**src/afr_pkg.sv**
```systemverilog
// ----------------------------------------------------------------------------
// afr_pkg
// Shared types and constants of the addressed frame receiver: register
// indexes, reset values, result status codes and the controller interface.
// ----------------------------------------------------------------------------
package afr_pkg;

	localparam int MAX_PAYLOAD_DEF = 64;

	localparam int CFG_IDX_W = 3;

	localparam logic [CFG_IDX_W-1:0] REG_START_BYTE  = 3'd0;
	localparam logic [CFG_IDX_W-1:0] REG_NODE_ID     = 3'd1;
	localparam logic [CFG_IDX_W-1:0] REG_DOWNLOAD    = 3'd2;
	localparam logic [CFG_IDX_W-1:0] REG_MODULE_ADDR = 3'd3;
	localparam logic [CFG_IDX_W-1:0] REG_TAIL_FIRST  = 3'd4;
	localparam logic [CFG_IDX_W-1:0] REG_TAIL_SECOND = 3'd5;

	localparam logic [7:0] START_BYTE_RST  = 8'h7f;
	localparam logic [7:0] NODE_ID_RST     = 8'h00;
	localparam logic [7:0] DOWNLOAD_RST    = 8'h00;
	localparam logic [7:0] MODULE_ADDR_RST = 8'h00;
	localparam logic [7:0] TAIL_FIRST_RST  = 8'h0d;
	localparam logic [7:0] TAIL_SECOND_RST = 8'h0a;

	localparam int HDR_LEN = 4;

	localparam logic [1:0] ST_PAYLOAD  = 2'd0;
	localparam logic [1:0] ST_EMPTY_OK = 2'd1;
	localparam logic [1:0] ST_BAD_TAIL = 2'd2;
	localparam logic [1:0] ST_TOO_LONG = 2'd3;

	typedef struct packed {
		logic take;
		logic load_stat;
		logic load_pay;
	} ctrl_cmd_t;

	typedef struct packed {
		logic res_stat;
		logic res_pay;
		logic out_free;
		logic last_pay;
	} dp_stat_t;

endpackage

```
**src/afr_ctrl.sv**
```systemverilog
// ----------------------------------------------------------------------------
// afr_ctrl
// Word sequencer: takes received words, then issues status or payload
// result words one at a time into the output register.
// ----------------------------------------------------------------------------
module afr_ctrl (
	input  logic               clk,
	input  logic               arst_n,
	input  logic               in_valid,
	output logic               in_stall,
	input  afr_pkg::dp_stat_t  dp_stat,
	output afr_pkg::ctrl_cmd_t ctrl_cmd
);

	typedef enum logic [3:0] {
		C_IDLE = 4'b0001,
		C_STAT = 4'b0010,
		C_READ = 4'b0100,
		C_LOAD = 4'b1000
	} ctrl_state_t;

	ctrl_state_t state_q, state_d;

	always_ff @(posedge clk or negedge arst_n) begin
		if (!arst_n) begin
			state_q <= C_IDLE;
		end else begin
			state_q <= state_d;
		end
	end

	assign in_stall = (state_q != C_IDLE);

	always_comb begin
		state_d            = state_q;
		ctrl_cmd.take      = 1'b0;
		ctrl_cmd.load_stat = 1'b0;
		ctrl_cmd.load_pay  = 1'b0;
		unique case (state_q)
			C_IDLE: begin
				if (in_valid) begin
					ctrl_cmd.take = 1'b1;
					if (dp_stat.res_stat) begin
						state_d = C_STAT;
					end else if (dp_stat.res_pay) begin
						state_d = C_READ;
					end
				end
			end
			C_STAT: begin
				if (dp_stat.out_free) begin
					ctrl_cmd.load_stat = 1'b1;
					state_d            = C_IDLE;
				end
			end
			C_READ: begin
				state_d = C_LOAD;
			end
			C_LOAD: begin
				if (dp_stat.out_free) begin
					ctrl_cmd.load_pay = 1'b1;
					state_d           = dp_stat.last_pay ? C_IDLE : C_READ;
				end
			end
			default: begin
				state_d = C_IDLE;
			end
		endcase
	end

endmodule

```
**src/afr_dp.sv**
```systemverilog
// ----------------------------------------------------------------------------
// afr_dp
// Datapath: configuration registers, header hunt, frame parse registers,
// payload memory and the output register.
// ----------------------------------------------------------------------------
module afr_dp #(
	parameter int MAX_PAYLOAD = afr_pkg::MAX_PAYLOAD_DEF
) (
	input  logic                           clk,
	input  logic                           arst_n,
	input  logic                           cfg_we,
	input  logic [afr_pkg::CFG_IDX_W-1:0]  cfg_index,
	input  logic [7:0]                     cfg_data,
	input  logic [7:0]                     rx_byte,
	input  logic                           out_stall,
	output logic                           out_valid,
	output logic [7:0]                     payload_byte,
	output logic [5:0]                     byte_index,
	output logic [1:0]                     status,
	output logic                           last,
	input  afr_pkg::ctrl_cmd_t             ctrl_cmd,
	output afr_pkg::dp_stat_t              dp_stat
);

	localparam int AW = (MAX_PAYLOAD > 1) ? $clog2(MAX_PAYLOAD) : 1;
	localparam int LW = $clog2(MAX_PAYLOAD + 1);

	typedef enum logic [4:0] {
		PH_HUNT    = 5'b00001,
		PH_LENGTH  = 5'b00010,
		PH_PAYLOAD = 5'b00100,
		PH_TAIL1   = 5'b01000,
		PH_TAIL2   = 5'b10000
	} phase_t;

	logic [7:0] start_q, node_q, dl_q, mod_q, tail1_q, tail2_q;
	phase_t     phase_q;
	logic [1:0] hunt_cnt_q;
	logic [LW-1:0] frame_len_q, taken_q, rd_idx_q;
	logic [7:0] tail_seen_q;
	logic [1:0] stat_code_q;
	logic [7:0] mem_q [MAX_PAYLOAD];
	logic [7:0] rd_data_q;
	logic       out_valid_q;
	logic [7:0] pay_q;
	logic [5:0] idx_q;
	logic [1:0] status_q;
	logic       last_q;

	logic [3:0][7:0] hdr;
	logic [2:0]      hunt_nxt;
	logic            too_long, tail_good;
	logic [LW-1:0]   taken_inc, rd_inc;

	function automatic logic [2:0] hunt_next(input logic [3:0][7:0] h,
		input logic [1:0] k, input logic [7:0] b);
		logic [2:0] res;
		logic       ok;
		res = 3'd0;
		if (b == h[k]) begin
			res = {1'b0, k} + 3'd1;
		end else begin
			for (int len = 1; len < afr_pkg::HDR_LEN; len++) begin
				if (len <= int'(k)) begin
					ok = (b == h[2'(len - 1)]);
					for (int i = 0; i < afr_pkg::HDR_LEN - 2; i++) begin
						if (i < len - 1) begin
							if (h[2'(int'(k) + 1 - len + i)] != h[2'(i)]) begin
								ok = 1'b0;
							end
						end
					end
					if (ok) begin
						res = 3'(len);
					end
				end
			end
		end
		return res;
	endfunction

	assign hdr       = {mod_q, dl_q, node_q, start_q};
	assign hunt_nxt  = hunt_next(hdr, hunt_cnt_q, rx_byte);
	assign too_long  = (rx_byte > 8'(MAX_PAYLOAD));
	assign tail_good = (tail_seen_q == tail1_q) && (rx_byte == tail2_q);
	assign taken_inc = LW'(taken_q + 1'b1);
	assign rd_inc    = LW'(rd_idx_q + 1'b1);

	always_comb begin
		dp_stat.res_stat = 1'b0;
		dp_stat.res_pay  = 1'b0;
		dp_stat.out_free = !out_valid_q || !out_stall;
		dp_stat.last_pay = (rd_inc == frame_len_q);
		unique case (phase_q)
			PH_LENGTH: dp_stat.res_stat = too_long;
			PH_TAIL2: begin
				dp_stat.res_stat = !tail_good || (frame_len_q == '0);
				dp_stat.res_pay  = tail_good && (frame_len_q != '0);
			end
			default: ;
		endcase
	end

	always_ff @(posedge clk or negedge arst_n) begin
		if (!arst_n) begin
			start_q <= afr_pkg::START_BYTE_RST;
			node_q  <= afr_pkg::NODE_ID_RST;
			dl_q    <= afr_pkg::DOWNLOAD_RST;
			mod_q   <= afr_pkg::MODULE_ADDR_RST;
			tail1_q <= afr_pkg::TAIL_FIRST_RST;
			tail2_q <= afr_pkg::TAIL_SECOND_RST;
		end else if (cfg_we) begin
			unique case (cfg_index)
				afr_pkg::REG_START_BYTE:  start_q <= cfg_data;
				afr_pkg::REG_NODE_ID:     node_q  <= cfg_data;
				afr_pkg::REG_DOWNLOAD:    dl_q    <= cfg_data;
				afr_pkg::REG_MODULE_ADDR: mod_q   <= cfg_data;
				afr_pkg::REG_TAIL_FIRST:  tail1_q <= cfg_data;
				afr_pkg::REG_TAIL_SECOND: tail2_q <= cfg_data;
				default: ;
			endcase
		end
	end

	always_ff @(posedge clk or negedge arst_n) begin
		if (!arst_n) begin
			phase_q    <= PH_HUNT;
			hunt_cnt_q <= '0;
			taken_q    <= '0;
		end else if (ctrl_cmd.take) begin
			unique case (phase_q)
				PH_HUNT: begin
					if (hunt_nxt == 3'(afr_pkg::HDR_LEN)) begin
						phase_q    <= PH_LENGTH;
						hunt_cnt_q <= '0;
					end else begin
						hunt_cnt_q <= hunt_nxt[1:0];
					end
				end
				PH_LENGTH: begin
					taken_q <= '0;
					if (too_long) begin
						phase_q <= PH_HUNT;
					end else if (rx_byte == 8'd0) begin
						phase_q <= PH_TAIL1;
					end else begin
						phase_q <= PH_PAYLOAD;
					end
				end
				PH_PAYLOAD: begin
					taken_q <= taken_inc;
					if (taken_inc == frame_len_q) begin
						phase_q <= PH_TAIL1;
					end
				end
				PH_TAIL1: phase_q <= PH_TAIL2;
				PH_TAIL2: begin
					phase_q    <= PH_HUNT;
					hunt_cnt_q <= '0;
					taken_q    <= '0;
				end
				default: phase_q <= PH_HUNT;
			endcase
		end
	end

	always_ff @(posedge clk) begin
		if (ctrl_cmd.take) begin
			if (phase_q == PH_LENGTH && !too_long) begin
				frame_len_q <= LW'(rx_byte);
			end
			if (phase_q == PH_TAIL1) begin
				tail_seen_q <= rx_byte;
			end
			if (phase_q == PH_LENGTH) begin
				stat_code_q <= afr_pkg::ST_TOO_LONG;
			end else if (!tail_good) begin
				stat_code_q <= afr_pkg::ST_BAD_TAIL;
			end else begin
				stat_code_q <= afr_pkg::ST_EMPTY_OK;
			end
		end
	end

	always_ff @(posedge clk) begin
		if (ctrl_cmd.take && phase_q == PH_PAYLOAD) begin
			mem_q[taken_q[AW-1:0]] <= rx_byte;
		end
		rd_data_q <= mem_q[rd_idx_q[AW-1:0]];
	end

	always_ff @(posedge clk) begin
		if (ctrl_cmd.take) begin
			rd_idx_q <= '0;
		end else if (ctrl_cmd.load_pay) begin
			rd_idx_q <= rd_inc;
		end
	end

	always_ff @(posedge clk or negedge arst_n) begin
		if (!arst_n) begin
			out_valid_q <= 1'b0;
		end else if (ctrl_cmd.load_stat || ctrl_cmd.load_pay) begin
			out_valid_q <= 1'b1;
		end else if (!out_stall) begin
			out_valid_q <= 1'b0;
		end
	end

	always_ff @(posedge clk) begin
		if (ctrl_cmd.load_stat) begin
			pay_q    <= 8'd0;
			idx_q    <= 6'd0;
			status_q <= stat_code_q;
			last_q   <= 1'b1;
		end else if (ctrl_cmd.load_pay) begin
			pay_q    <= rd_data_q;
			idx_q    <= 6'(rd_idx_q);
			status_q <= afr_pkg::ST_PAYLOAD;
			last_q   <= dp_stat.last_pay;
		end
	end

	assign out_valid    = out_valid_q;
	assign payload_byte = pay_q;
	assign byte_index   = idx_q;
	assign status       = status_q;
	assign last         = last_q;

endmodule

```
**src/addressed_frame_receiver.sv**
```systemverilog
// ----------------------------------------------------------------------------
// addressed_frame_receiver
// Hunts received words for the four-byte header, stores the payload and
// checks the two-byte trailer; delivers payload or status result words.
// ----------------------------------------------------------------------------
// A received word is taken whenever the receiver is idle. A word that closes
// a frame holds the input while each payload word passes through a payload
// memory read and then an output register load, or while a status word is
// loaded, and for as long as the output stalls. A finished result waits
// in the output register while the next received word is taken. No clearing
// pass follows reset.
module addressed_frame_receiver #(
	parameter int MAX_PAYLOAD = afr_pkg::MAX_PAYLOAD_DEF
) (
	input  logic                          clk,
	input  logic                          arst_n,
	input  logic                          cfg_we,
	input  logic [afr_pkg::CFG_IDX_W-1:0] cfg_index,
	input  logic [7:0]                    cfg_data,
	input  logic                          in_valid,
	output logic                          in_stall,
	input  logic [7:0]                    rx_byte,
	output logic                          out_valid,
	input  logic                          out_stall,
	output logic [7:0]                    payload_byte,
	output logic [5:0]                    byte_index,
	output logic [1:0]                    status,
	output logic                          last
);

	afr_pkg::ctrl_cmd_t ctrl_cmd;
	afr_pkg::dp_stat_t  dp_stat;

	afr_ctrl u_ctrl (
		.clk      (clk),
		.arst_n   (arst_n),
		.in_valid (in_valid),
		.in_stall (in_stall),
		.dp_stat  (dp_stat),
		.ctrl_cmd (ctrl_cmd)
	);

	afr_dp #(
		.MAX_PAYLOAD (MAX_PAYLOAD)
	) u_dp (
		.clk          (clk),
		.arst_n       (arst_n),
		.cfg_we       (cfg_we),
		.cfg_index    (cfg_index),
		.cfg_data     (cfg_data),
		.rx_byte      (rx_byte),
		.out_stall    (out_stall),
		.out_valid    (out_valid),
		.payload_byte (payload_byte),
		.byte_index   (byte_index),
		.status       (status),
		.last         (last),
		.ctrl_cmd     (ctrl_cmd),
		.dp_stat      (dp_stat)
	);

	a_status_word_form: assert property (@(posedge clk) disable iff (!arst_n)
		(out_valid && status != afr_pkg::ST_PAYLOAD) |->
		(last && payload_byte == 8'd0 && byte_index == 6'd0))
		else $error("status word with payload fields set");

	a_no_overwrite: assert property (@(posedge clk) disable iff (!arst_n)
		(ctrl_cmd.load_stat || ctrl_cmd.load_pay) |-> (!out_valid || !out_stall))
		else $error("output register loaded while holding a stalled word");

	a_take_idle: assert property (@(posedge clk) disable iff (!arst_n)
		ctrl_cmd.take |-> !(ctrl_cmd.load_stat || ctrl_cmd.load_pay))
		else $error("input taken during result load");

endmodule

```
**config.mk**
```make
export PLATFORM = sky130hd
export DESIGN_NAME = addressed_frame_receiver
export DESIGN_NICKNAME = d
export VERILOG_FILES = /design/src/afr_pkg.sv /design/src/afr_ctrl.sv /design/src/afr_dp.sv /design/src/addressed_frame_receiver.sv
export SDC_FILE = /design/constraint.sdc
export NUM_CORES = 1
export LEC_CHECK = 0
export BUFFER_PORTS_ARGS = -buffer_cell sky130_fd_sc_hd__buf_2
export CAP_MARGIN = 20
export CORE_AREA = 2 2 320 322
export DETAILED_ROUTE_END_ITERATION = 12
export DIE_AREA = 0 0 322 324
export PLACE_DENSITY_LB_ADDON = 0.1
export SLEW_MARGIN = 20
export SYNTH_ARGS = -nofsm -noshare
export SYNTH_HDL_FRONTEND = slang
export SYNTH_SLANG_ARGS = --single-unit
```
**constraint.sdc**
```tcl
create_clock -name clk -period 3.5 [get_ports clk]
set_clock_uncertainty 0.2 [all_clocks]
set_input_delay 0.175 -clock clk [delete_from_list [all_inputs] [get_ports clk]]
set_output_delay 0.175 -clock clk [all_outputs]
set_load 0.02 [all_outputs]
```
---- Word level (Yosys, flattened, before mapping) ----
Memories as Yosys holds them, arrays and structs flattened. A register that Yosys moved wholly into a read port is not among the register bits.
Index checks and enable logic that the tools add are counted.
word-level totals
  register bits after elaboration ......... 108
  bits in writable memories ............... 512
  input port bits ......................... 24
  memories ................................ 1
operators by class
  $add $sub $neg .......................... 7
  $lt $le $gt $ge ......................... 8
  equality and inequality tests ........... 34
  mux-type cells .......................... 54
  reduce and logical (&&, ||, !) cells .... 31
memory list
  name        depth  width  read ports  clocked after memory_dff  wr ports  RTL line      RTL
  u_dp.mem_q  64     8      1           1                         1         afr_dp.sv:42  logic [7:0] mem_q [MAX_PAYLOAD];
operators by type and width
  operator                                                                      number
  8-bit binary-select mux with 2-bit select                                     4
  8-bit two-way mux                                                             7
  8-bit equality test                                                           5
  4-bit two-way mux                                                             6
  8-bit != test                                                                 3
  3-bit two-way mux                                                             7
  5-bit one-hot mux with 4 select lines                                         1
  2-bit AND reduction                                                           10
  1-bit two-way mux                                                             18
  4-bit one-hot mux with 4 select lines                                         1
  5-bit two-way mux                                                             3
  7-bit by 1-bit adder with 7-bit output, second input constant                 2
  7-bit equality test                                                           2
  7-bit one-hot mux with 2 select lines                                         1
  2-bit by 4-bit less-than comparator with 1-bit output, second input constant  3
  3-bit equality test, second input constant                                    3
  8-bit equality test, second input constant                                    1
  8-bit by 7-bit > comparator with 1-bit output, second input constant          1
  8-bit logical NOT                                                             1
  2-bit two-way mux                                                             4
  7-bit logical NOT                                                             1
  7-bit nonzero test                                                            1
  3-bit by 2-bit equality test with 1-bit output, second input constant         2
  2-bit by 1-bit != test with 1-bit output, second input constant               3
  31 further kinds                                                              44

---- Logic depth before layout (Yosys ltp) ----
Gate-level depths: netlist of the first run.
  depth after elaboration ................. 17
  mapped depth ............................ 12
  gate-level depth less buffers ........... 9

---- By module ----
Synthesis of the first run repeated with hierarchy kept, for this count alone.
second synthesis, totals
  cells, all modules ...................... 1,426
  area, all modules ....................... 26,260.2 µm²
modules (own cells, without submodules)
  module    times used  cells an instance  area an instance (µm²)
  afr_dp    1           1,389              25,943.6
  afr_ctrl  1           37                 316.6

---- Worst setup path before layout of the first run ----
Ideal clock, no wire load.
  path kind ............................... reg-to-reg
  start point ............................. reg u_dp.hunt_cnt_q[0]
  end point ............................... reg u_dp.hunt_cnt_q[0]
  library setup time ...................... 82 ps
  data arrival time ....................... 2,615 ps
  slack ................................... 603 ps
  cell stages (with the launch flop) ...... 13
  path buffers ............................ 3
  clock period less this slack ............ 2,897 ps
  path through ............................ dfrtp_1 > buf_2 > buf_4 > inv_1 > ha_1 > clkbuf_1 > mux2i_1 > xnor2_1 > nor4_1 > a21oi_1 > nor4_1 > nand2_1 > a31oi_1
on the way
  word-level cells in the longest chain between the ends .. 17
RTL lines
  item                                                                             RTL line       RTL
  start, declared                                                                  afr_dp.sv:38   logic [1:0] hunt_cnt_q;
  start signal, assigned                                                           afr_dp.sv:137  hunt_cnt_q <= hunt_nxt[1:0];
  branches (longest 13 deep; another with 2-bit by 1-bit adder with 2-bit output)  -
  3-bit two-way mux *                                                              afr_dp.sv:60   if (b == h[k]) begin
  3-bit equality test                                                              afr_dp.sv:133  if (hunt_nxt == 3'(afr_pkg::HDR_LEN)) begin
  2-bit two-way mux *                                                              afr_dp.sv:133
  2-bit one-hot mux with 2 select lines *                                          afr_dp.sv:131  unique case (phase_q)
Every way passes the cells marked *. The select of a mux whose other input is x is not followed.
A chain may end at the register's enable or synchronous reset.

---- Final worst setup path of the first run ----
  start point ............................. reg u_ctrl.state_q[0]
  end point ............................... mem u_dp.mem_q[32][6] (enable)
on the way
  word-level cells in the longest chain between the ends .. 5
RTL lines
  item                                            RTL line        RTL
  start, declared                                 afr_ctrl.sv:22  ctrl_state_t state_q, state_d;
  start signal, assigned                          afr_ctrl.sv:28  state_q <= state_d;
  4-bit by 1-bit equality test with 1-bit output  afr_ctrl.sv:39  unique case (state_q)
  1-bit two-way mux                               afr_ctrl.sv:39
  1-bit logical AND                               afr_dp.sv:186   if (ctrl_cmd.take && phase_q == PH_PAYLOAD) begin
  1-bit two-way mux                               afr_dp.sv:186
  1-bit two-way mux (implied by the code)         afr_dp.sv:187   mem_q[taken_q[AW-1:0]] <= rx_byte;
  end, declared                                   afr_dp.sv:42
No other way between the ends.

==> results of run 1 <==
worst min-delay path by stage:
stage | depth (start not counted) | from | slack (ns) | to
floorplan | 0 | arst_n | -0.32 | u_ctrl.state_q[1]
global placement | 1 | arst_n | 0.15 | u_dp.node_q[6]
detailed placement | 1 | arst_n | 0.16 | u_dp.mod_q[6]
CTS | 2 | rx_byte[2] | 0.005 | u_dp.mem_q[28][2]
global route | 2 | rx_byte[6] | 0.009 | u_dp.mem_q[18][6]
finish | 2 | rx_byte[2] | 0.02 | u_dp.mem_q[28][2]
worst max-delay path, cell delays in order, from the launching register on:
cell,delay (ns)
dfstp_2,0.58
nor4b_1,0.34
nand2_1,0.26
inv_1,0.13
nand3_1,0.22
nor2_1,0.29
nand2_1,0.48
nor2_1,0.25
buf_4,0.21
registers in the layout, summed over array words and instances, names as in the netlist, 4 cells and up:
| name | count |
|---|---|
| u_ctrl.state_q | 4 |
| u_dp.byte_index | 6 |
| u_dp.dl_q | 8 |
| u_dp.frame_len_q | 7 |
| u_dp.mem_q | 512 |
| u_dp.mod_q | 8 |
| u_dp.node_q | 8 |
| u_dp.payload_byte | 8 |
| u_dp.phase_q | 5 |
| u_dp.rd_data_q | 8 |
| u_dp.rd_idx_q | 7 |
| u_dp.start_q | 8 |
| u_dp.tail1_q | 8 |
| u_dp.tail2_q | 8 |
| u_dp.tail_seen_q | 8 |
| u_dp.taken_q | 7 |
where the power goes:
part	internal [mW]	leakage [nW]	total [mW]	switching (mW)
sequential	8.27	5.82	8.49	0.225
combinational	0.396	2.96	0.842	0.446
clock	4.44	1.19	7.69	3.25
total	13.1	9.97	17.0	3.92
metal layers:
layer	wire length [µm]	part of all wire, %	vias to the layer above	track usage [%]
met3	2370	3.2	104	2.30
met1	34800	47	7252	20.1
li1	-	-	6118	-
met2	34800	47	237	23.3
met4	1760	2.4	0	4.27
met5	0	0	-	0
final cells by class:
cell class	count	area share (%)
clock buffers	95	6.47
clock inverters	45	1.28
flip-flops and latches	628	58.3
well taps	1309	5.23
inverters	10	0.120
multi-input cells	732	23.9
repair buffers	183	4.69
synthesized netlist by cell type, drive strengths merged (4+ instances only):
cell type / count
nand4: 9
nand2: 72
a211oi: 7
mux2: 49
ha: 5
edfxtp: 531
dfstp: 14
buf: 31
nand3: 23
a21oi: 18
mux2i: 19
xnor2: 53
nor2b: 17
xor2: 48
clkbuf: 62
o2111ai: 4
mux4: 170
dfrtp: 53
nand2b: 8
nor2: 108
o21ai: 49
inv: 10
nor4: 11
nor3: 15
dfxtp: 30
per-stage QoR:
| stage | cells | hold slack (ns) |
|---|---|---|
| finish | 3002 | 0.0217 |
| CTS | 3002 | 0.00511 |
| global placement | 2838 | 0.155 |
| global route | 3002 | 0.00863 |
| floorplan | 1463 | -0.321 |
| detailed placement | 2838 | 0.155 |
logic make-up (layout without fill, tap and decap cells):
| group | Yosys count | after routing |
|---|---|---|
| flops | 628 | 628 |
| compound gates | 105 | 105 |
| buf+inv | 103 | 333 |
| simple gates | 283 | 283 |
| fa+ha+maj | 5 | 5 |
| xor+xnor | 101 | 101 |
| mux | 238 | 238 |
what timing repair did:
| action | CTS | global route |
|---|---|---|
| hold buffers | 24 | 0 |
| endpoints found under the hold margin | 192 | 0 |
| endpoints found under the setup margin | 0 | 127 |
==> metrics.md, run 1 <==
| Metric | Value |
|---|---|
| Detailed Route WL | 73,700 µm |
| Sequential Area | 18,300 µm² |
| Vias in the first global route | 14.4k |
| Post-synth EDFFs | 531 |
| Die Span X | 322 µm |
| Antenna Nets Post-Route | 0 |
| Unrepaired setup endpoints after global routing | true |
| Final setup fails | 0 |
| I/O pins | 43 |
| CTS tree | built |
| Endpoints failing hold | 0 |
| Post-CTS setup buffer count | 0 |
| Num CTS Buffers | 76 |
| CTS Buffer Depth | 3 |
| Xor and xnor area share after synthesis | 3.39% |
| Post-route cell area | 31,300 µm² |
| Layout cells sized above 1 | 30.4% |
| Synth area leader | edfxtp_1 |
| Worst R2R Path Depth | 8 |
| Clk sinks | 628 |
| Setup TNS | 0 ns |
| Antenna cells | 0 |
| Congestion Overflow GR | 0 |
| Crit Reg-Reg Endpoint | u_dp.mem_q[32][6] |
| Total iterations of the first detailed-routing run | 5 |
| Relative slew slack | 32.3% |
| Max_cap viols | 0 |
| Worst-Margin Slew | 1.01 ns |
| GRT Resource Usage Total | 14.4% |
| Adder-cell share of the synthesized area | 0.239% |
| # DRC | 0 |
| Period utilisation layout | 94.0% |
| FF+latch count, synth | 628 |
| Leading post-synthesis cells by cell area | edfxtp_1 61%, mux4_2 15%, dfrtp_1 5.1%, dfxtp_1 2.3%, mux2_2 2.1% |
| Row count | 117 |
| Post-Syn Area per Cell | 17.9 µm² |
| Maximum VDD drop | 0.370 mV |
| DP Wirelength | 47,800 µm |
| Synth-to-Final Area Change | 19.8% |
| Fin util | 31.0% |
| Mapped Area | 26,100 µm² |
| Vias after detailed routing | 13.7k |
| Status | finished clean |
| Post-DP Area | 28,600 µm² |
| Gpl congestion | 0.733 |
| Worst Path Required | 3.63 ns |
| Initial antenna violation count | 3 |
| Max Fclk | 304 MHz |
| Compound-Gate Fraction of Synth Area | 2.46% |
| Final nets | 1,660 |
| Leakage power | 9.97 nW |
| Worst-Skew Late Latency | 0.65 ns |
| Library cells used by synthesis | 56 |
| Die height | 324 µm |
| Post-synth top flop | edfxtp_1 |
| Largest family of logic cells by synthesized area | multiplexers |
| Port bufs | 42 |
| Tmin final | 3.29 ns |
| CP startpoint | u_ctrl.state_q[0] |
| Core ar. | 101,000 µm² |
| Initial Util | 25.9% |
| First-pass GRT wire length | 107,000 µm |
| Power Density | 544 nW/µm² |
| Syn Nets | 1,492 |
| Most frequent cells in the layout | 531 x edfxtp_1, 170 x mux4_2, 107 x nor2_1, 106 x buf_4, 76 x clkbuf_16 |
| Slew Viols, Final | 0 |
| Per-cell routed wire length | 24.6 µm |
| CP Max Fanout | 8 |
| Crit end category | flip-flop |
| Multiplexer area fraction after synthesis | 17.5% |
| Initial DRC count | 963 |
| Root Buffer Master | clkbuf_16 |
| Die area | 104,000 µm² |
| Vias per inst | 4.57 |
| Gate Count Post-Synth | 1,463 |
| Worst hold path class | in -> reg |
| Reg-to-Reg Start | u_ctrl.state_q[0] |
| Clock Pin Slew Worst Setup and Hold Paths | 0.06 ns |
| Multi-input gate area | 7470 µm² |
| Pre-CTS WS | 0.0966 ns |
| Sequential cell area fraction in the yosys report | 69.8% |
| Post-Synth Simple-Gate Area | 4.96% |
| Leading cell type in the layout, fill and taps excluded | edfxtp_1 |
| Critical path type | reg -> reg |
| Final worst-path setup slack | 0.211 ns |
| Post_cts resized | 0 |
| H-Tree Level Count | 3 |
| Power Total | 17.0 mW |
| Largest net degree at the start of global routing | 71 |
| Post-synth top area share | 61.0% |
| Number of synthesis warnings | 0 |
| Reg-to-reg slack, setup | 0.21 ns |
| Worst Path Arrival | 3.41 ns |
| Crit start category | flip-flop |
| Fillcell total | 9,854 |
| Asr flop ratio synth | 10.7% |
| Crit path to | u_dp.mem_q[32][6] |
Note: power is estimated with default switching activity, not from simulation.
==> run 2, diff against run 1 <==
Settings changed: BUFFER_PORTS_ARGS -buffer_cell sky130_fd_sc_hd__buf_2 to default, DONT_BUFFER_PORTS from default to 1.
==> run 2 against run 1 <==
  * Hold slack improved by 0.040 ns
  * Sequential cell count did not move
  * Maximum frequency grew 8.1%
  * Non-clock buffer count down 37
  * Sequential power barely moved
  * Critical endpoint is now u_dp.mem_q[46][3]
  * Wire length is 2.4% higher
==> metrics.md, run 2 (synthesis results as in run 1) <==
| Metric | Value |
|---|---|
| Root Buffer Master | clkbuf_16 |
| Clk sinks | 628 |
| Leakage power | 9.87 nW |
| CP Max Fanout | 8 |
| Detailed Route WL | 75,500 µm |
| Vias in the first global route | 14.5k |
| CP Cell Sequence | nor4b_2, nand2_1, inv_1, nand3_1, nor2_2, nand3_1, buf_4, nor2_1, buf_4 |
| CP delay by family, top | simple AND/OR/NAND/NOR gates |
| Leading cell type in the layout, fill and taps excluded | edfxtp_1 |
| Unrepaired setup endpoints after global routing | false |
| Relative slew slack | 35.3% |
| Layout cells sized above 1 | 28.4% |
| Max FFs per register | 512 |
| Die Span X | 322 µm |
| Slew Viols, Final | 0 |
| Total iterations of the first detailed-routing run | 6 |
| # DRC | 0 |
| Initial antenna violation count | 6 |
| Period utilisation layout | 86.9% |
| Placed Cells | 2,787 |
| Port bufs | 0 |
| I/O pins | 43 |
| Max_cap viols | 0 |
| Worst Path Required | 3.63 ns |
| Max Fclk | 329 MHz |
| Vias per inst | 4.60 |
| Worst Path Arrival | 3.17 ns |
| Congestion Overflow GR | 0 |
| Worst hold path class | in -> reg |
| Post-CTS setup buffer count | 0 |
| Final Non-Filler Cells | 2,979 |
| Row count | 117 |
| CTS tree | built |
| GRT Resource Usage Total | 14.7% |
| Initial DRC count | 1,010 |
| Num CTS Buffers | 77 |
| CTS Buffer Depth | 3 |
| CP startpoint | u_ctrl.state_q[0] |
| Setup TNS | 0 ns |
| Status | finished clean |
| Crit end category | flip-flop |
| Reg-to-Reg Start | u_ctrl.state_q[0] |
| Final setup fails | 0 |
| Synth-to-Final Area Change | 19.9% |
| Initial Util | 25.9% |
| First-pass GRT wire length | 109,000 µm |
| Largest net degree at the start of global routing | 73 |
| Power Density | 542 nW/µm² |
| Gpl congestion | 0.752 |
| Worst-Skew Late Latency | 0.62 ns |
| Final nets | 1,624 |
| Worst path slowest cell | dfstp_2 |
| Hold path start | cfg_we |
| Tmin final | 3.04 ns |
| Worst-Margin Slew | 0.965 ns |
| Crit start category | flip-flop |
| H-Tree Level Count | 3 |
| Slowest Stage Delay on Critical Path | 0.59 ns |
| Crit path buf inv count | 3 |
| Core ar. | 101,000 µm² |
| DP Wirelength | 44,800 µm |
| Vias after detailed routing | 13.7k |
| Clock Pin Slew Worst Setup and Hold Paths | 0.05 ns |
| Die height | 324 µm |
| Endpoints failing hold | 0 |
| Maximum VDD drop | 0.285 mV |
| Critical path type | reg -> reg |
| Antenna Nets Post-Route | 0 |
| Per-cell routed wire length | 25.3 µm |
| Die area | 104,000 µm² |
| Most frequent cells in the layout | 531 x edfxtp_1, 170 x mux4_2, 106 x nor2_1, 99 x buf_4, 80 x clkbuf_16 |
## run 2: cell types whose count changed in the layout (fill, tap and decap cells not counted), moves of 6 or more
cell | before | now
buf_2 | 42 | 0
clkinv_2 | 18 | 12
clkbuf_1 | 14 | 26
diode_2 | 0 | 12
buf_16 | 0 | 10
buf_4 | 106 | 99
## run 2: worst paths after layout
check	cells past startpoint	slack, ns	end
min reg2reg	2	0.23	u_dp.payload_byte[1]
max	9	0.46	u_dp.mem_q[46][3]
min in group asynchronous	3	0.61	u_dp.start_q[5]
max in group asynchronous	4	2.17	u_dp.taken_q[4]
min	2	0.06	u_dp.mod_q[5]
max reg2reg	9	0.46	u_dp.mem_q[46][3]
## run 2: routing by layer
| layer | part of all wire, % | global-route usage, % | wire length, µm |
|---|---|---|---|
| met2 | 47 | 23.7 | 35800 |
| met1 | 46 | 19.7 | 34400 |
| met3 | 4.4 | 2.96 | 3310 |
| met5 | 0.034 | 0 | 26 |
| met4 | 2.6 | 5.26 | 1950 |
## run 2: repair_timing
action / in CTS / in global routing
gates resized for setup: 0 / 4
endpoints found under the hold margin: 680 / 0
hold buffers: 38 / 0
setup endpoints to repair: 0 / 121
## run 2: metrics by stage
| step | power, mW | hold slack (ns) | area [µm²] | util, % | setup WS [ns] |
|---|---|---|---|---|---|
| 6_report | 17.0 | 0.0613 | 31300 | 31.0 | 0.458 |
| 5_1_grt | 17.6 | 0.0597 | 31300 | 31.0 | 0.134 |
| 4_1_cts | 17.3 | 0.0319 | 31300 | 31.0 | 0.0704 |
| 3_5_place_dp | 9.27 | -0.318 | 28300 | 28.0 | 0.108 |
| 3_3_place_gp | 9.27 | -0.317 | 28300 | 28.0 | 0.0182 |
| 2_1_floorplan | 9.11 | -0.321 | 26100 | - | 0.603 |
## run 2: layout make-up
type	count	area [µm²]
Fill cell	9816	69700
Clock inverter	31	255
Multi-Input combinational cell	732	7490
Inverter	10	37.5
Sequential cell	628	18300
Timing Repair Buffer	146	1470
Tap cell	1309	1640
Clock buffer	111	2170
Antenna cell	12	30.0
## run 2: report_power, final
| part | switching [mW] | total (mW) | internal (mW) |
|---|---|---|---|
| Combinational | 0.437 | 0.848 | 0.410 |
| Clock | 3.11 | 7.64 | 4.54 |
| Sequential | 0.232 | 8.50 | 8.27 |
| Total | 3.78 | 17.0 | 13.2 |
## run 2: worst reg2reg max path, cell delays in order, from the launching register on
cell     delay (ns)
dfstp_2        0.59
nor4b_2        0.26
nand2_1        0.23
inv_1          0.12
nand3_1        0.23
nor2_2         0.27
nand3_1        0.18
buf_4          0.24
nor2_1         0.22
buf_4          0.21
==> run 3, diff against run 2 <==
Settings changed: RECOVER_POWER from default to 50.
==> run 3 against run 2 <==
  * The run now ends with capacitance limit, slew limit left
  * Sequential power barely moved
  * Non-clock buffer count unchanged
  * Worst setup slack got worse by 0.069 ns
  * Final cell count did not move
  * Wire length is 0.20% lower
  * Clock power about the same
  * Global-route usage unchanged
  * Register-to-register slack about the same
  * Sequential share of layout area increased by 0.22 points
  * Combinational power down 2%
  * Largest power group unchanged
==> metrics.md, run 3 (synthesis results as in run 1) <==
| Metric | Value |
|---|---|
| Status | complete, but fails checks |
| Failing checks | capacitance limit, slew limit |
| Leakage power | 9.82 nW |
| Worst path slowest cell | clkbuf_2 |
| First-pass GRT wire length | 109,000 µm |
| Slew Viols, Final | 213 |
| GRT Resource Usage Total | 14.7% |
| Max Fclk | 321 MHz |
| Power share of the clock group | 45.0% |
| Worst hold slack | 0.0589 ns |
| Fillcell total | 9,830 |
| Tmin final | 3.11 ns |
| Worst Path Required | 3.80 ns |
| Clk sinks | 628 |
| Worst R2R Path Depth | 9 |
| Final setup fails | 0 |
| Core ar. | 101,000 µm² |
| Vias after detailed routing | 13.7k |
| Congestion Overflow GR | 0 |
| CTS tree | built |
| Pint | 13.2 mW |
| DP Wirelength | 44,800 µm |
| Levels on crit path | 8 |
| CP Max Fanout | 70 |
| Largest net degree at the start of global routing | 73 |
| Leading cell type in the layout, fill and taps excluded | edfxtp_1 |
| Crit start category | primary input |
| Setup TNS | 0 ns |
| Total iterations of the first detailed-routing run | 4 |
| Worst-Skew Late Latency | 0.62 ns |
| Detailed Route WL | 75,300 µm |
| CTS Buffer Depth | 3 |
| Port bufs | 0 |
| Pre-CTS WS | 0.108 ns |
| Sequential power share | 50.1% |
| Most frequent cells in the layout | 531 x edfxtp_1, 170 x mux4_2, 106 x nor2_1, 98 x buf_4, 80 x clkbuf_16 |
| Gpl congestion | 0.752 |
| Clock Pin Slew Worst Setup and Hold Paths | 0.05 ns |
| H-Tree Level Count | 3 |
| Crit path to | u_dp.hunt_cnt_q[0] |
| Initial Util | 25.9% |
| Post-CTS setup buffer count | 0 |
| Die height | 324 µm |
| CP startpoint | rx_byte[1] |
| Sequential Area | 18,300 µm² |
| Final nets | 1,624 |
| Reg-to-reg slack, setup | 0.45 ns |
| CP Cell Sequence | dlygate4sd3_1, clkbuf_2, xor2_1, nor3_1, nand3_1, a311oi_1, or4_1, a31oi_1 |
| Slowest Stage Delay on Critical Path | 1.27 ns |
| Reg-to-Reg Start | u_ctrl.state_q[0] |
| Relative slew slack | -22.2% |
| Unrepaired setup endpoints after global routing | false |
| Crit end category | flip-flop |
| Initial antenna violation count | 6 |
| Crit Reg-Reg Endpoint | u_dp.mem_q[46][3] |
| I/O pins | 43 |
| Period utilisation layout | 88.9% |
| Antenna Nets Post-Route | 0 |
| Worst hold path class | in -> reg |
| Num CTS Buffers | 77 |
| Multi-input gate area | 7480 µm² |
| Crit path buf inv count | 2 |
| Min-Delay Path Depth | 2 |
| Maximum VDD drop | 0.286 mV |
| # DRC | 0 |
| Final worst-path setup slack | 0.389 ns |
| Row count | 117 |
| CP delay by family, top | buffers and inverters |
| Endpoints failing hold | 0 |
| Initial DRC count | 1,013 |
| Critical path type | in -> reg |
| Max FFs per register | 512 |
| Vias in the first global route | 14.5k |
| Power Density | 544 nW/µm² |
| Synth-to-Final Area Change | 19.5% |
| Vias per inst | 4.59 |
| Max_cap viols | 3 |
| Die area | 104,000 µm² |
| Root Buffer Master | clkbuf_16 |
| Sw power | 3.77 mW |
| Per-cell routed wire length | 25.3 µm |
| Combinational Power Share | 4.9% |
| Die Span X | 322 µm |
| Worst-Margin Slew | 1.83 ns |
| Sw Share | 22.2% |
| Layout cells sized above 1 | 28.2% |
| Worst Path Arrival | 3.41 ns |
## run 3: layout make-up
class | count | share of cell area [%]
diodes | 12 | 0.0962
clock buffers | 111 | 6.95
clock inverters | 31 | 0.818
inverters | 10 | 0.120
multi-input cells | 732 | 24.0
flip-flops and latches | 628 | 58.5
well taps | 1309 | 5.25
repair buffers | 146 | 4.34
## run 3: through the flow
step / cell area [µm²] / util [%] / std cells / power, mW
floorplan: 26100 / - / 1463 / 9.11
global placement: 28300 / 28.0 / 2786 / 9.27
detailed placement: 28300 / 28.0 / 2787 / 9.27
CTS: 31300 / 31.0 / 2967 / 17.3
global route: 31200 / 30.9 / 2975 / 17.6
finish: 31200 / 30.9 / 2979 / 17.0
## run 3: worst min-delay path by stage
stage                    start             endpoint  slack, ns
finish                  cfg_we        u_dp.mod_q[1]       0.06
detailed placement      arst_n        u_dp.mod_q[1]      -0.32
floorplan               arst_n    u_ctrl.state_q[1]      -0.32
CTS                 rx_byte[6]  u_dp.stat_code_q[0]       0.03
global route        rx_byte[6]  u_dp.stat_code_q[0]       0.06
global placement        arst_n       u_dp.node_q[1]      -0.32
## run 3: metal layers
| metal | vias to the layer above | global-route usage [%] | wire [µm] |
|---|---|---|---|
| met2 | 261 | 23.7 | 35700 |
| met1 | 7259 | 19.7 | 34000 |
| met5 | - | 0 | 26 |
| met4 | 4 | 5.26 | 1940 |
| met3 | 92 | 2.96 | 3660 |
| li1 | 6060 | - | - |
## run 3: what timing repair did
item / 4_1_cts / 5_1_grt
hold endpoints to repair: 680 / 0
hold buffers: 38 / 0
endpoints found under the setup margin: 0 / 121
gates resized for setup: 0 / 4
## run 3: power groups by stage
stage / Combinational, mW / Clock (mW) / Sequential [mW]
floorplan: 0.614 / 0 / 8.50
global placement: 0.626 / 0 / 8.65
CTS: 0.864 / 7.91 / 8.49
global route: 0.916 / 8.19 / 8.53
detailed placement: 0.621 / 0 / 8.65
finish: 0.829 / 7.65 / 8.50
